<file path="src/hw/rtl/gdec_pkg.sv">
// gdec_pkg: shared types, constants and utf-8 helper functions of the decoder
`default_nettype none

package gdec_pkg;

	// most output bytes one input item may cause
	localparam int unsigned MAX_OUT = 5;

	// one group of bytes handed from the front to the back
	typedef struct packed {
		logic [3:0][7:0] data;  // bytes, first in data[0]
		logic [2:0]      len;   // 1 to 4
		logic            last;  // string ends with this group
	} grp_t;

	// queue status seen by both sides
	typedef struct packed {
		logic full;
		logic empty;
	} q_stat_t;

	// one parsed code point
	typedef struct packed {
		logic [20:0] cp;
		logic [2:0]  adv;  // bytes consumed
	} parse_t;

	// output bytes of one code point
	typedef struct packed {
		logic [3:0][7:0] b;
		logic [2:0]      n;  // 1 to 4
	} enc_t;

	// length of the sequence a byte opens, 1 when it stands alone
	function automatic logic [2:0] seq_len(input logic [7:0] b);
		logic [2:0] n;
		n = 3'd1;
		if (b[7:5] == 3'b110) begin
			n = 3'd2;
		end else if (b[7:4] == 4'b1110) begin
			n = 3'd3;
		end else if (b[7:3] == 5'b11110) begin
			n = 3'd4;
		end
		return n;
	endfunction

	// parse one code point at pos, bounded by len
	function automatic parse_t parse_cp(input logic [3:0][7:0] data, input logic [1:0] pos,
			input logic [2:0] len);
		logic [7:0] lead;
		logic [7:0] c1;
		logic [7:0] c2;
		logic [7:0] c3;
		logic [2:0] rem;
		logic [2:0] n;
		parse_t     r;
		lead  = data[pos];
		c1    = data[pos + 2'd1];
		c2    = data[pos + 2'd2];
		c3    = data[pos + 2'd3];
		rem   = len - {1'b0, pos};
		n     = seq_len(lead);
		r.cp  = {13'd0, lead};
		r.adv = 3'd1;
		if (n == 3'd2 && rem >= 3'd2) begin
			r.cp  = {10'd0, lead[4:0], c1[5:0]};
			r.adv = 3'd2;
		end else if (n == 3'd3 && rem >= 3'd3) begin
			r.cp  = {5'd0, lead[3:0], c1[5:0], c2[5:0]};
			r.adv = 3'd3;
		end else if (n == 3'd4 && rem >= 3'd4) begin
			r.cp  = {lead[2:0], c1[5:0], c2[5:0], c3[5:0]};
			r.adv = 3'd4;
		end
		return r;
	endfunction

	// map a code point back to its byte, or re-encode it as utf-8
	function automatic enc_t encode_cp(input logic [20:0] cp);
		logic [6:0] e;
		enc_t       r;
		e   = cp[6:0];
		r.b = '0;
		r.n = 3'd1;
		if ((cp >= 21'd33 && cp <= 21'd126) || (cp >= 21'd161 && cp <= 21'd172) ||
				(cp >= 21'd174 && cp <= 21'd255)) begin
			r.b[0] = cp[7:0];
		end else if (cp >= 21'd256 && cp <= 21'd323) begin
			// shifted bytes: controls and space, 127..160, soft hyphen
			if (e < 7'd33) begin
				r.b[0] = {1'b0, e};
			end else if (e < 7'd67) begin
				r.b[0] = {1'b0, e} + 8'd94;
			end else begin
				r.b[0] = 8'd173;
			end
		end else if (cp < 21'h80) begin
			r.b[0] = cp[7:0];
		end else if (cp < 21'h800) begin
			r.n    = 3'd2;
			r.b[0] = 8'hC0 | {3'd0, cp[10:6]};
			r.b[1] = 8'h80 | {2'd0, cp[5:0]};
		end else if (cp < 21'h10000) begin
			r.n    = 3'd3;
			r.b[0] = 8'hE0 | {4'd0, cp[15:12]};
			r.b[1] = 8'h80 | {2'd0, cp[11:6]};
			r.b[2] = 8'h80 | {2'd0, cp[5:0]};
		end else begin
			r.n    = 3'd4;
			r.b[0] = 8'hF0 | {5'd0, cp[20:18]};
			r.b[1] = 8'h80 | {2'd0, cp[17:12]};
			r.b[2] = 8'h80 | {2'd0, cp[11:6]};
			r.b[3] = 8'h80 | {2'd0, cp[5:0]};
		end
		return r;
	endfunction

endpackage

`default_nettype wire

</file>
<file path="src/hw/rtl/gdec_in_if.sv">
// gdec_in_if: input byte channel with valid/ready handshake
`default_nettype none

interface gdec_in_if;
	logic       valid;
	logic       ready;
	logic [7:0] in_byte;
	logic       in_last;

	modport source (output valid, output in_byte, output in_last, input ready);
	modport sink (input valid, input in_byte, input in_last, output ready);
endinterface

`default_nettype wire

</file>
<file path="src/hw/rtl/gdec_out_if.sv">
// gdec_out_if: decoded byte channel with valid/ready handshake
`default_nettype none

interface gdec_out_if;
	logic       valid;
	logic       ready;
	logic [7:0] out_byte;
	logic       out_last;

	modport source (output valid, output out_byte, output out_last, input ready);
	modport sink (input valid, input out_byte, input out_last, output ready);
endinterface

`default_nettype wire

</file>
<file path="src/hw/rtl/gdec_front.sv">
// gdec_front: accepts bytes, holds open sequences and forms decode groups
`default_nettype none

module gdec_front (
	input  wire logic           clk,
	input  wire logic           arst_n,
	gdec_in_if.sink             text,
	input  gdec_pkg::q_stat_t   qstat,
	output logic                push,
	output gdec_pkg::grp_t      push_grp
);

	logic [7:0] held_q [0:2];
	logic [1:0] cnt_q;
	logic [2:0] need_q;

	logic       accept;
	logic [2:0] len;
	logic [2:0] need;
	logic       hold;

	// classify the incoming byte against the open sequence
	assign text.ready = !qstat.full;
	assign accept     = text.valid && text.ready;
	assign len        = {1'b0, cnt_q} + 3'd1;
	assign need       = (cnt_q != 2'd0) ? need_q : gdec_pkg::seq_len(text.in_byte);
	assign hold       = (len < need) && !text.in_last;
	assign push       = accept && !hold;

	// group is the held bytes followed by the new one
	always_comb begin
		push_grp.data[0] = (cnt_q == 2'd0) ? text.in_byte : held_q[0];
		push_grp.data[1] = (cnt_q > 2'd1) ? held_q[1] :
			((cnt_q == 2'd1) ? text.in_byte : 8'h00);
		push_grp.data[2] = (cnt_q > 2'd2) ? held_q[2] :
			((cnt_q == 2'd2) ? text.in_byte : 8'h00);
		push_grp.data[3] = (cnt_q == 2'd3) ? text.in_byte : 8'h00;
		push_grp.len     = len;
		push_grp.last    = text.in_last;
	end

	// open sequence state
	always_ff @(posedge clk or negedge arst_n) begin
		if (!arst_n) begin
			held_q[0] <= 8'h00;
			held_q[1] <= 8'h00;
			held_q[2] <= 8'h00;
			cnt_q     <= 2'd0;
			need_q    <= 3'd0;
		end else if (accept) begin
			if (hold) begin
				held_q[cnt_q] <= text.in_byte;
				cnt_q         <= len[1:0];
				need_q        <= need;
			end else begin
				cnt_q  <= 2'd0;
				need_q <= 3'd0;
			end
		end
	end

	// an open sequence always still lacks bytes
	a_open_short: assert property (@(posedge clk) disable iff (!arst_n)
		cnt_q != 2'd0 |-> need_q > {1'b0, cnt_q})
		else $error("open sequence already complete");

endmodule

`default_nettype wire

</file>
<file path="src/hw/rtl/gdec_queue.sv">
// gdec_queue: short fifo of decode groups between front and back
`default_nettype none

module gdec_queue #(
	parameter int unsigned DEPTH = 4
) (
	input  wire logic          clk,
	input  wire logic          arst_n,
	input  wire logic          push,
	input  gdec_pkg::grp_t     push_grp,
	input  wire logic          pop,
	output gdec_pkg::grp_t     head,
	output gdec_pkg::q_stat_t  qstat
);

	localparam int unsigned AW = (DEPTH > 1) ? $clog2(DEPTH) : 1;
	localparam int unsigned CW = $clog2(DEPTH + 1);

	gdec_pkg::grp_t mem_q [0:DEPTH-1];
	logic [AW-1:0]  wr_ptr_q;
	logic [AW-1:0]  rd_ptr_q;
	logic [CW-1:0]  count_q;

	assign head        = mem_q[rd_ptr_q];
	assign qstat.full  = (count_q == CW'(DEPTH));
	assign qstat.empty = (count_q == '0);

	// storage
	always_ff @(posedge clk) begin
		if (push) begin
			mem_q[wr_ptr_q] <= push_grp;
		end
	end

	// pointers and fill level
	always_ff @(posedge clk or negedge arst_n) begin
		if (!arst_n) begin
			wr_ptr_q <= '0;
			rd_ptr_q <= '0;
			count_q  <= '0;
		end else begin
			if (push) begin
				wr_ptr_q <= (wr_ptr_q == AW'(DEPTH - 1)) ? '0 : wr_ptr_q + AW'(1);
			end
			if (pop) begin
				rd_ptr_q <= (rd_ptr_q == AW'(DEPTH - 1)) ? '0 : rd_ptr_q + AW'(1);
			end
			if (push && !pop) begin
				count_q <= count_q + CW'(1);
			end else if (pop && !push) begin
				count_q <= count_q - CW'(1);
			end
		end
	end

	a_no_overflow: assert property (@(posedge clk) disable iff (!arst_n)
		!(push && qstat.full))
		else $error("push into full queue");

	a_no_underflow: assert property (@(posedge clk) disable iff (!arst_n)
		!(pop && qstat.empty))
		else $error("pop from empty queue");

endmodule

`default_nettype wire

</file>
<file path="src/hw/rtl/gdec_back.sv">
// gdec_back: parses queued groups to code points, one byte/cycle unless stalled
`default_nettype none

module gdec_back (
	input  wire logic          clk,
	input  wire logic          arst_n,
	input  gdec_pkg::grp_t     head,
	input  gdec_pkg::q_stat_t  qstat,
	output logic               pop,
	gdec_out_if.source         decoded
);

	logic [1:0] pos_q;   // byte position of current code point
	logic [1:0] idx_q;   // output byte within current code point
	logic [2:0] ocnt_q;  // bytes emitted for current group
	logic       out_valid_q;
	logic [7:0] out_byte_q;
	logic       out_last_q;

	gdec_pkg::parse_t pr;
	gdec_pkg::enc_t   en;
	logic             step;
	logic             cp_done;
	logic [2:0]       next_pos;
	logic             grp_done;

	// decode the code point at the current position
	always_comb begin
		pr       = gdec_pkg::parse_cp(head.data, pos_q, head.len);
		en       = gdec_pkg::encode_cp(pr.cp);
		step     = !qstat.empty && (!out_valid_q || decoded.ready);
		cp_done  = ({1'b0, idx_q} == (en.n - 3'd1));
		next_pos = {1'b0, pos_q} + pr.adv;
		grp_done = (cp_done && next_pos == head.len) ||
			(ocnt_q == 3'(gdec_pkg::MAX_OUT - 1));
		pop      = step && grp_done;
	end

	// walk position, byte index and emitted count
	always_ff @(posedge clk or negedge arst_n) begin
		if (!arst_n) begin
			pos_q  <= 2'd0;
			idx_q  <= 2'd0;
			ocnt_q <= 3'd0;
		end else if (step) begin
			if (grp_done) begin
				pos_q  <= 2'd0;
				idx_q  <= 2'd0;
				ocnt_q <= 3'd0;
			end else if (cp_done) begin
				pos_q  <= next_pos[1:0];
				idx_q  <= 2'd0;
				ocnt_q <= ocnt_q + 3'd1;
			end else begin
				idx_q  <= idx_q + 2'd1;
				ocnt_q <= ocnt_q + 3'd1;
			end
		end
	end

	// output register valid
	always_ff @(posedge clk or negedge arst_n) begin
		if (!arst_n) begin
			out_valid_q <= 1'b0;
		end else if (step) begin
			out_valid_q <= 1'b1;
		end else if (decoded.ready) begin
			out_valid_q <= 1'b0;
		end
	end

	// output register payload
	always_ff @(posedge clk) begin
		if (step) begin
			out_byte_q <= en.b[idx_q];
			out_last_q <= head.last && grp_done;
		end
	end

	assign decoded.valid    = out_valid_q;
	assign decoded.out_byte = out_byte_q;
	assign decoded.out_last = out_last_q;

	a_cap: assert property (@(posedge clk) disable iff (!arst_n)
		ocnt_q < 3'(gdec_pkg::MAX_OUT))
		else $error("group emitted too many bytes");

	a_pos_in_group: assert property (@(posedge clk) disable iff (!arst_n)
		!qstat.empty |-> {1'b0, pos_q} < head.len)
		else $error("parse position past group end");

	a_pop_clears: assert property (@(posedge clk) disable iff (!arst_n)
		pop |=> (pos_q == 2'd0 && idx_q == 2'd0 && ocnt_q == 3'd0))
		else $error("walk state not cleared after group");

endmodule

`default_nettype wire

</file>
<file path="src/hw/rtl/gpt2_byte_level_utf8_decoder_core.sv">
// gpt2_byte_level_utf8_decoder_core: top level of the byte-level utf-8 decoder
//
//   channel   dir   handshake      payload
//   text      in    valid/ready    in_byte[7:0], in_last
//   decoded   out   valid/ready    out_byte[7:0], out_last
//
// one input byte accepted per cycle while the group queue has room
// each completed group yields 1 to 5 output bytes, one per cycle from the back end
// while decoded.ready holds; a group's first byte goes via queue and output register
// reset clears the open sequence, queue pointers and output valid
// an output stall fills the queue of QUEUE_DEPTH groups, then text.ready drops
`default_nettype none

module gpt2_byte_level_utf8_decoder_core #(
	parameter int unsigned QUEUE_DEPTH = 4
) (
	input  wire logic clk,
	input  wire logic arst_n,
	gdec_in_if.sink   text,
	gdec_out_if.source decoded
);

	logic              push;
	logic              pop;
	gdec_pkg::grp_t    push_grp;
	gdec_pkg::grp_t    head;
	gdec_pkg::q_stat_t qstat;

	// front: hold open sequences, form groups
	gdec_front u_front (
		.clk      (clk),
		.arst_n   (arst_n),
		.text     (text),
		.qstat    (qstat),
		.push     (push),
		.push_grp (push_grp)
	);

	// group queue
	gdec_queue #(
		.DEPTH (QUEUE_DEPTH)
	) u_queue (
		.clk      (clk),
		.arst_n   (arst_n),
		.push     (push),
		.push_grp (push_grp),
		.pop      (pop),
		.head     (head),
		.qstat    (qstat)
	);

	// back: parse, map and emit bytes
	gdec_back u_back (
		.clk     (clk),
		.arst_n  (arst_n),
		.head    (head),
		.qstat   (qstat),
		.pop     (pop),
		.decoded (decoded)
	);

endmodule

`default_nettype wire

</file>
<file path="src/flat_wrapper.sv">
// flat-port wrapper written by rule: the top's interface ports become plain ports
module gpt2_byte_level_utf8_decoder_core_flat 
#(
	parameter int unsigned QUEUE_DEPTH = 4
)
  (clk, arst_n, text_valid, text_in_byte, text_in_last, text_ready, decoded_valid, decoded_out_byte, decoded_out_last, decoded_ready);
  gdec_in_if text_i ();
  gdec_out_if decoded_i ();
  input  wire logic clk;
  input  wire logic arst_n;
  input wire logic [$bits(text_i.valid)-1:0] text_valid;
  input wire logic [$bits(text_i.in_byte)-1:0] text_in_byte;
  input wire logic [$bits(text_i.in_last)-1:0] text_in_last;
  output wire logic [$bits(text_i.ready)-1:0] text_ready;
  output wire logic [$bits(decoded_i.valid)-1:0] decoded_valid;
  output wire logic [$bits(decoded_i.out_byte)-1:0] decoded_out_byte;
  output wire logic [$bits(decoded_i.out_last)-1:0] decoded_out_last;
  input wire logic [$bits(decoded_i.ready)-1:0] decoded_ready;
  assign text_i.valid = text_valid;
  assign text_i.in_byte = text_in_byte;
  assign text_i.in_last = text_in_last;
  assign text_ready = text_i.ready;
  assign decoded_valid = decoded_i.valid;
  assign decoded_out_byte = decoded_i.out_byte;
  assign decoded_out_last = decoded_i.out_last;
  assign decoded_i.ready = decoded_ready;
  gpt2_byte_level_utf8_decoder_core #(.QUEUE_DEPTH(QUEUE_DEPTH)) u_core (.clk(clk), .arst_n(arst_n), .text(text_i), .decoded(decoded_i));
endmodule
</file>
<file path="config.mk">
export PLATFORM = sky130hd
export DESIGN_NAME = gpt2_byte_level_utf8_decoder_core_flat
export DESIGN_NICKNAME = d
export VERILOG_FILES = /design/src/hw/rtl/gdec_pkg.sv /design/src/hw/rtl/gdec_in_if.sv /design/src/hw/rtl/gdec_out_if.sv /design/src/hw/rtl/gdec_front.sv /design/src/hw/rtl/gdec_queue.sv /design/src/hw/rtl/gdec_back.sv /design/src/hw/rtl/gpt2_byte_level_utf8_decoder_core.sv /design/src/flat_wrapper.sv
export SDC_FILE = /design/constraint.sdc
export NUM_CORES = 1
export LEC_CHECK = 0
export CAP_MARGIN = 20
export CORE_UTILIZATION = 30
export CTS_BUF_LIST = sky130_fd_sc_hd__clkbuf_8
export CTS_CLUSTER_SIZE = 10
export DETAILED_ROUTE_END_ITERATION = 7
export DONT_BUFFER_PORTS = 1
export PLACE_DENSITY_LB_ADDON = 0.15
export SYNTH_ARGS = -nofsm -noshare
export SYNTH_HDL_FRONTEND = slang
export SYNTH_SLANG_ARGS = --single-unit
</file>
<file path="constraint.sdc">
create_clock -name clk -period 8.9 [get_ports clk]
set_input_delay 1.78 -clock clk [delete_from_list [all_inputs] [get_ports clk]]
set_output_delay 1.78 -clock clk [all_outputs]
set_load 0.05 [all_outputs]
</file>
==> results of run 1 <==
[cells in the mapped netlist (7+ instances only)]
cell	n	area share
inv_1	31	0.011
a21o_1	9	0.0062
edfxtp_1	153	0.42
o31ai_1	9	0.0062
nand2_1	71	0.025
mux2_2	46	0.048
mux4_2	66	0.14
dfrtp_1	44	0.10
a221oi_1	9	0.0072
ha_1	23	0.026
a21oi_1	22	0.010
o22ai_1	16	0.0092
xnor2_1	7	0.0056
nor3_1	13	0.0060
and2_1	16	0.0092
mux2i_1	23	0.021
buf_2	13	0.0060
nor2_1	30	0.010
a22o_1	13	0.010
clkbuf_1	21	0.0072
a22oi_1	7	0.0048
o21ai_0	35	0.016
nand3_1	12	0.0055
[kinds of logic after synthesis]
kind of cell / after synthesis / share of synthesized area
muxes: 138 / 0.210
xor gates and xnor gates: 13 / 0.0105
and+or+nand+nor: 175 / 0.0810
DFF: 197 / 0.524
adders and majority gates: 26 / 0.0320
buffers and inverters: 77 / 0.0312
AOI/OAI and AO/OA: 172 / 0.112
[area by class of cell]
type | count | area (um^2) | share of cell area
flip-flops and latches | 197 | 5700 | 0.485
clock buffers | 19 | 262 | 0.0223
clock inverters | 13 | 139 | 0.0118
repair buffers | 13 | 97.6 | 0.00831
multi-input cells | 524 | 4850 | 0.413
inverters | 33 | 124 | 0.0105
well taps | 461 | 577 | 0.0491
[worst max-delay path by stage]
stage                                           from                        end
after floorplan           u_core.u_queue.rd_ptr_q[0]  u_core.u_queue.count_q[1]
after global placement    u_core.u_queue.rd_ptr_q[1]  u_core.u_queue.count_q[1]
after detailed placement  u_core.u_queue.rd_ptr_q[1]  u_core.u_queue.count_q[1]
after CTS                 u_core.u_queue.rd_ptr_q[1]  u_core.u_queue.count_q[1]
after global routing      u_core.u_queue.rd_ptr_q[1]  u_core.u_queue.count_q[1]
final                     u_core.u_queue.rd_ptr_q[1]  u_core.u_queue.count_q[1]
[flip-flops by register name (all words and copies together) (netlist names)]
signal and count:
u_core.u_back.decoded.valid 1, u_core.u_queue.rd_ptr_q 2, u_core.u_front.held_q 24, u_core.u_back.ocnt_q 3
u_core.u_queue.mem_q 144, u_core.u_front.cnt_q 2, u_core.u_front.need_q 3, u_core.u_back.pos_q 2
u_core.u_back.decoded.out_byte 8, u_core.u_back.idx_q 2, u_core.u_back.decoded.out_last 1, u_core.u_queue.wr_ptr_q 2
u_core.u_queue.count_q 3
[through the flow]
stage               cell area, um^2  setup WS, ns
floorplan                     10900         0.896
global placement              11300          1.25
detailed placement            11300          1.13
CTS                           11800          1.09
global route                  11800         0.477
finish                        11800          1.07
[per-layer routing]
metal / GRT usage / vias up
met5: 0 / -
met3: 0.0266 / 16
met2: 0.251 / 158
met4: 0.0451 / 0
li1: - / 3126
met1: 0.201 / 3482
[critical path: cells and delay by family (launching register included)]
family / cells / cell delay, ns
AO/OA/AOI/OAI: 8 / 2.65
adder cells (fa/ha/maj): 6 / 1.89
AND/OR/NAND/NOR: 4 / 1.04
flip-flops: 1 / 0.81
multiplexers: 2 / 0.69
buffers and inverters: 5 / 0.51
XOR/XNOR: 1 / 0.14
==> impl_metrics.toml, run 1 <==
[status]
status = "finished, final reports clean"

[timing]
setup_tns_ns = 0
holdWs_ns = 0.488
hold_viol_final = 0
rsz0062_at_grt = "no"
setup-violations-final = 0
period_share = 0.880
maxSlewViolCount = 0
maxSlewHeadroom = 0.287
post-route-min-period_ns = 7.83
skew_ns = 0.0184
worst_pin_slew_ns = 1.07
fmax_ghz = 0.128

[yosys]
yosysSeqAreaShare = 0.524
ys_async_sr_fraction = 0.223
syn_area_um2 = 10900
synth_nets = 837
synth_cell_types = 77
synth_edf_count = 153
ys_ff_latch = 197
synth-main-ff-cell = "edfxtp_1"
synth_area_per_cell_um2 = 13.6
synth_warnings = 0
postSynthCellCount = 798

[clocking]
ctsHoldBuffers = 0
cts_root_buffer = "clkbuf_8"
path_clk_slew_ns = 0.11
cts_setup_buffers = 0
cts_tree = "built"
cts_max_path_buffers = 2
clock_sinks = 197
cts_made_buffers = 17
clk_latency_ns = 0.47
htree_levels = 4
post_cts_resized = 0

[global_route]
overflow = 0
grt_pass1_wl_um = 41700
grt_max_degree = 47
grtUsageTotal = 0.151
first_global_vias = 6982
grt_antenna_before_repair = 0

[route]
wl_met2_um = 13000
highest_layer = "met4"
dr.pass1.iters = 5
drtIter0Drc = 506
ant_nets = 0
drc = 0
route.layer.met1.wl_um = 12400
dr_wl_met3_um = 898
wirelength_um = 26700
drt-vias-per-instance = 5.38
vias = 6782
wl_per_cell_um = 21.2

[cells_and_area]
final_cell_mix = "edfxtp_1, nand2_1, mux4_2"
drive_gt1_frac = 0.233
num_antenna_cells = 0
nNetsFinal = 825
area_growth_pct = 8.02
layout_commonest_cell = "edfxtp_1"
fillers = 3509
stdcell_count = 1260
fin_util = 0.330

[worst_hold_path]
hp-class = "flop to flop"
min_to = "u_core.u_front.need_q[0]"
hold_start = "u_core.u_front.need_q[0]"
holdPathStages = 2

[critical_path]
slowest_stage = "dfrtp_4"
end_kind = "flop"
r2r_start = "u_core.u_queue.rd_ptr_q[1]"
reg2reg_setup_slack_ns = 1.07
cp_data_arrival_time_ns = 8.19
crit_top_cell = "inv_1"
worst_ep_required_time_ns = 9.26
cpPeakStageDelay_ns = 0.81
timing.rr.end = "u_core.u_queue.count_q[1]"
cp_max_fo = 30
cp-start-kind = "flop"
criticalPathCategory = "flop to flop"
rr_worst_depth = 26

[floorplanning]
dieArea_um2 = 37000
core_area_um2 = 35700
rows = 69
ios = 24
die_y_um = 192
start_util = 0.305
die_x_um = 192

[place]
gp_congestion = 0.853
port_buffers = 0
dp.cells = 1228
dp_hpwl_um = 18900

[run]
drv_cap = 0
Power of run 1 is not shown: default switching activity piles up to over one toggle a cycle in this logic, so the estimate is an artifact.
==> run 2: changes to the inputs <==
--- a/constraint.sdc
+++ b/constraint.sdc
@@ -3,2 +3,2 @@
 set_output_delay 1.78 -clock clk [all_outputs]
-set_load 0.05 [all_outputs]
+set_load 0.005 [all_outputs]
==> run 2 against run 1 <==
  * Die area unchanged
  * Critical endpoint unchanged
  * Highest routed layer unchanged
  * Wire length increased by 0.75%
  * Fmax decreased by 0.40%
==> impl_metrics.toml, run 2 (synthesis gave the netlist of run 1 again) <==
[clocking]
path_clk_slew_ns = 0.10
post_cts_resized = 0
clock_sinks = 197
cts_tree = "built"
cts_root_buffer = "clkbuf_8"
htree_levels = 4
cts_made_buffers = 17
ctsHoldBuffers = 0
cts_setup_buffers = 0
cts_max_path_buffers = 2
clk_latency_ns = 0.47

[cells_and_area]
largest_reg_flops = 144
layout_commonest_cell = "edfxtp_1"
drive_gt1_frac = 0.230
fin_util = 0.329
top_register = "u_core.u_queue.mem_q"
nNetsFinal = 825
area_growth_pct = 7.90
num_antenna_cells = 0
final_cell_mix = "edfxtp_1, nand2_1, mux4_2"

[route]
drtIter0Drc = 594
vias = 6816
dr.pass1.iters = 5
drc = 0
drt-vias-per-instance = 5.41
ant_nets = 0
wl_per_cell_um = 21.3
wirelength_um = 26900

[global_route]
grtUsageTotal = 0.152
grt_max_degree = 47
grt_pass1_wl_um = 42200
overflow = 0
first_global_vias = 6824
grt_antenna_before_repair = 0

[worst_hold_path]
hold_start = "u_core.u_front.need_q[0]"
hp-class = "flop to flop"

[critical_path]
criticalPathCategory = "flop to flop"
r2r_start = "u_core.u_queue.rd_ptr_q[1]"
cp-start-kind = "flop"
end_kind = "flop"
cp_data_arrival_time_ns = 8.21
worstSetupStartpoint = "u_core.u_queue.rd_ptr_q[1]"
worst_ep_required_time_ns = 9.25
cp_max_fo = 30

[place]
port_buffers = 0
dp_hpwl_um = 18900
gp_congestion = 0.854

[timing]
maxSlewHeadroom = 0.314
hold_viol_final = 0
maxSlewViolCount = 0
post-route-min-period_ns = 7.86
period_share = 0.883
fmax_ghz = 0.127
holdWs_ns = 0.486
worst_pin_slew_ns = 1.03
setup-violations-final = 0
skew_ns = 0.0198
rsz0062_at_grt = "no"
setup_tns_ns = 0

[floorplanning]
core_area_um2 = 35700
ios = 24
dieArea_um2 = 37000
rows = 69
die_x_um = 192
start_util = 0.305
die_y_um = 192

[status]
status = "finished, final reports clean"

[run]
drv_cap = 0
## run 2: changes by cell type in the layout (fill, tap and decap cells not counted), sizes merged
cell | previous run | this run
clkbuf | 19 | 17
bufinv | 1 | 2
clkinvlp | 2 | 4
inv | 38 | 34
clkinv | 5 | 8
## run 2: final timing paths
path	end	slack, ns	cells past startpoint
max in group asynchronous	u_core.u_queue.rd_ptr_q[0]	7.76	0
hold / removal	u_core.u_front.need_q[0]	0.49	2
setup reg to reg	u_core.u_queue.count_q[1]	1.04	26
setup / recovery	u_core.u_queue.count_q[1]	1.04	26
min in group asynchronous	u_core.u_front.held_q[11]	1.00	0
hold reg to reg	u_core.u_front.need_q[0]	0.49	2
## run 2: critical path, cell delays in order (launching register included)
cell      delay [ns]
dfrtp_4         0.79
mux4_2          0.42
inv_1           0.09
ha_1            0.13
inv_1           0.04
fa_1            0.53
inv_1           0.05
o21ai_0         0.43
o211a_1         0.49
a221oi_1        0.18
o22ai_1         0.60
inv_1           0.26
ha_1            0.26
a2111o_1        0.41
o211ai_2        0.18
a31oi_1         0.22
nor2_1          0.43
nand2_1         0.12
ha_1            0.30
xor2_1          0.14
nand2_1         0.15
nor4_4          0.39
o21ai_2         0.14
ha_1            0.26
inv_1           0.07
fa_1            0.40
mux2_2          0.27
## run 2: metal layers
metal / global-route usage / routed length (um)
met5: 0 / 0
met4: 0.0385 / 283
met3: 0.0233 / 675
met2: 0.253 / 13200
met1: 0.207 / 12700
## run 2: area by class of cell
type,count,area (um^2)
Tap cell,461,577
Clock inverter,15,154
Fill cell,3495,23900
Inverter,33,124
Multi-Input combinational cell,524,4850
Sequential cell,197,5700
Timing Repair Buffer,13,97.6
Clock buffer,17,234
## run 2: per-stage QoR
step / setup WS [ns] / instance area [um^2] / cells
after floorplan: 0.896 / 10900 / 798
after global routing: 0.380 / 11700 / 1260
after global placement: 1.25 / 11300 / 1228
after CTS: 1.06 / 11700 / 1260
final: 1.04 / 11700 / 1260
after detailed placement: 1.08 / 11300 / 1228
Power of run 2 is left out for the same reason.
==> run 3: changes to the inputs <==
Settings changed: CELL_PAD_IN_SITES_DETAIL_PLACEMENT set to 0, CELL_PAD_IN_SITES_GLOBAL_PLACEMENT set to 2.
==> run 3 against run 2 <==
  * Clock-buffer cell count stayed put
  * Non-clock buffer count rose by 3
  * Register-to-register slack improved by 0.05 ns
  * First-iteration DRC count decreased by 22%
  * Hold slack improved by 0.0054 ns
  * Global-route usage grew 0.37 points
  * Highest routed layer unchanged
  * Wire length rose by 3.0%
  * Utilization up 0.21 points
  * Die area unchanged
==> impl_metrics.toml, run 3 (synthesis gave the netlist of run 1 again) <==
[status]
status = "finished, final reports clean"

[route]
vias = 6757
drt-vias-per-instance = 5.35
drtIter0Drc = 462
wl_per_cell_um = 21.9
ant_nets = 0
dr.pass1.iters = 5
drc = 0
wirelength_um = 27700

[clocking]
htree_levels = 4
clock_sinks = 197
cts_root_buffer = "clkbuf_8"
ctsHoldBuffers = 0
cts_max_path_buffers = 2
cts_setup_buffers = 0
cts_tree = "built"
clk_latency_ns = 0.48
post_cts_resized = 0
path_clk_slew_ns = 0.10
cts_made_buffers = 17

[floorplanning]
dieArea_um2 = 37000
ios = 24
die_y_um = 192
core_area_um2 = 35700
start_util = 0.305
rows = 69
die_x_um = 192

[timing]
rsz0062_at_grt = "no"
holdWs_ns = 0.491
fmax_ghz = 0.128
setup-violations-final = 0
period_share = 0.878
hold_viol_final = 0
worst_pin_slew_ns = 0.888
final.setup.worst_slack_ns = 1.09
skew_ns = 0.0156
post-route-min-period_ns = 7.81
maxSlewHeadroom = 0.402
setup_tns_ns = 0
maxSlewViolCount = 0

[cells_and_area]
num_antenna_cells = 0
largest_reg_flops = 144
fillers = 3471
regArea_um2 = 5700
multi_input_area_um2 = 4840
top_register = "u_core.u_queue.mem_q"
stdcell_count = 1263
area_growth_pct = 8.60
drive_gt1_frac = 0.229
layout_commonest_cell = "edfxtp_1"
nNetsFinal = 828
final_cell_mix = "edfxtp_1, nand2_1, mux4_2"

[critical_path]
slowest_stage = "dfrtp_4"
criticalPathCategory = "flop to flop"
worst_ep_required_time_ns = 9.26
crit_buf_inv = 7
end_kind = "flop"
cpPeakStageDelay_ns = 0.87
critPathTopFamily = "compound AO/OA/AOI/OAI gates"
cp_max_fo = 37
cp_data_arrival_time_ns = 8.18
reg2reg_setup_slack_ns = 1.09
cp-start-kind = "flop"
crit_top_cell = "inv_1"

[global_route]
grt_antenna_before_repair = 0
grt_pass1_wl_um = 43000
grtUsageTotal = 0.156
first_global_vias = 7010
grt_max_degree = 45
overflow = 0

[place]
port_buffers = 0
dp.cells = 1231
dp_hpwl_um = 20400
pre_cts_ws_ns = 1.09
gp_congestion = 0.812

[worst_hold_path]
hp-class = "flop to flop"

[run]
drv_cap = 0
[run 3: cell types whose count changed in the layout (fill, tap and decap cells not counted), sizes merged]
cell      change
clkinvlp      -4
inv           +2
buf           +3
bufinv        +1
clkinv        +1
[run 3: area by class of cell]
type / instances / share of cell area
tap: 461 / 0.0488
clock buffer: 17 / 0.0198
timing repair buffer: 16 / 0.0102
multi-input combinational: 524 / 0.410
inverter: 33 / 0.0105
sequential: 197 / 0.483
clock inverter: 15 / 0.0181
[run 3: final timing paths]
check,depth (start not counted),endpoint,startpoint
setup / recovery,28,u_core.u_queue.count_q[1],u_core.u_queue.rd_ptr_q[1]
hold / removal,2,u_core.u_front.need_q[0],u_core.u_front.need_q[0]
setup reg to reg,28,u_core.u_queue.count_q[1],u_core.u_queue.rd_ptr_q[1]
hold reg to reg,2,u_core.u_front.need_q[0],u_core.u_front.need_q[0]
max in group asynchronous,0,u_core.u_queue.rd_ptr_q[1],arst_n
min in group asynchronous,0,u_core.u_front.need_q[2],arst_n
[run 3: worst reg2reg max path: cells and delay by family (launching register included)]
kind | cells | cell delay (ns)
AOI/OAI and AO/OA | 7 | 2.12
xor gates and xnor gates | 1 | 0.15
adders and majority gates | 6 | 1.85
buffers and inverters | 7 | 0.83
DFF | 1 | 0.87
muxes | 2 | 0.72
and+or+nand+nor | 5 | 1.19
[run 3: metrics by stage]
stage | instance area (um^2) | util
final | 11800 | 0.331
after global placement | 11400 | 0.319
after detailed placement | 11400 | 0.319
after global routing | 11800 | 0.331
after floorplan | 10900 | -
after CTS | 11800 | 0.331
[run 3: metal layers]
| metal | wire length [um] | up-vias | global-route usage |
|---|---|---|---|
| li1 | - | 3131 | - |
| met1 | 12800 | 3470 | 0.209 |
| met2 | 13500 | 124 | 0.257 |
| met3 | 823 | 32 | 0.0253 |
| met4 | 527 | 0 | 0.0503 |
| met5 | 0 | - | 0 |
Power of run 3 is left out for the same reason.
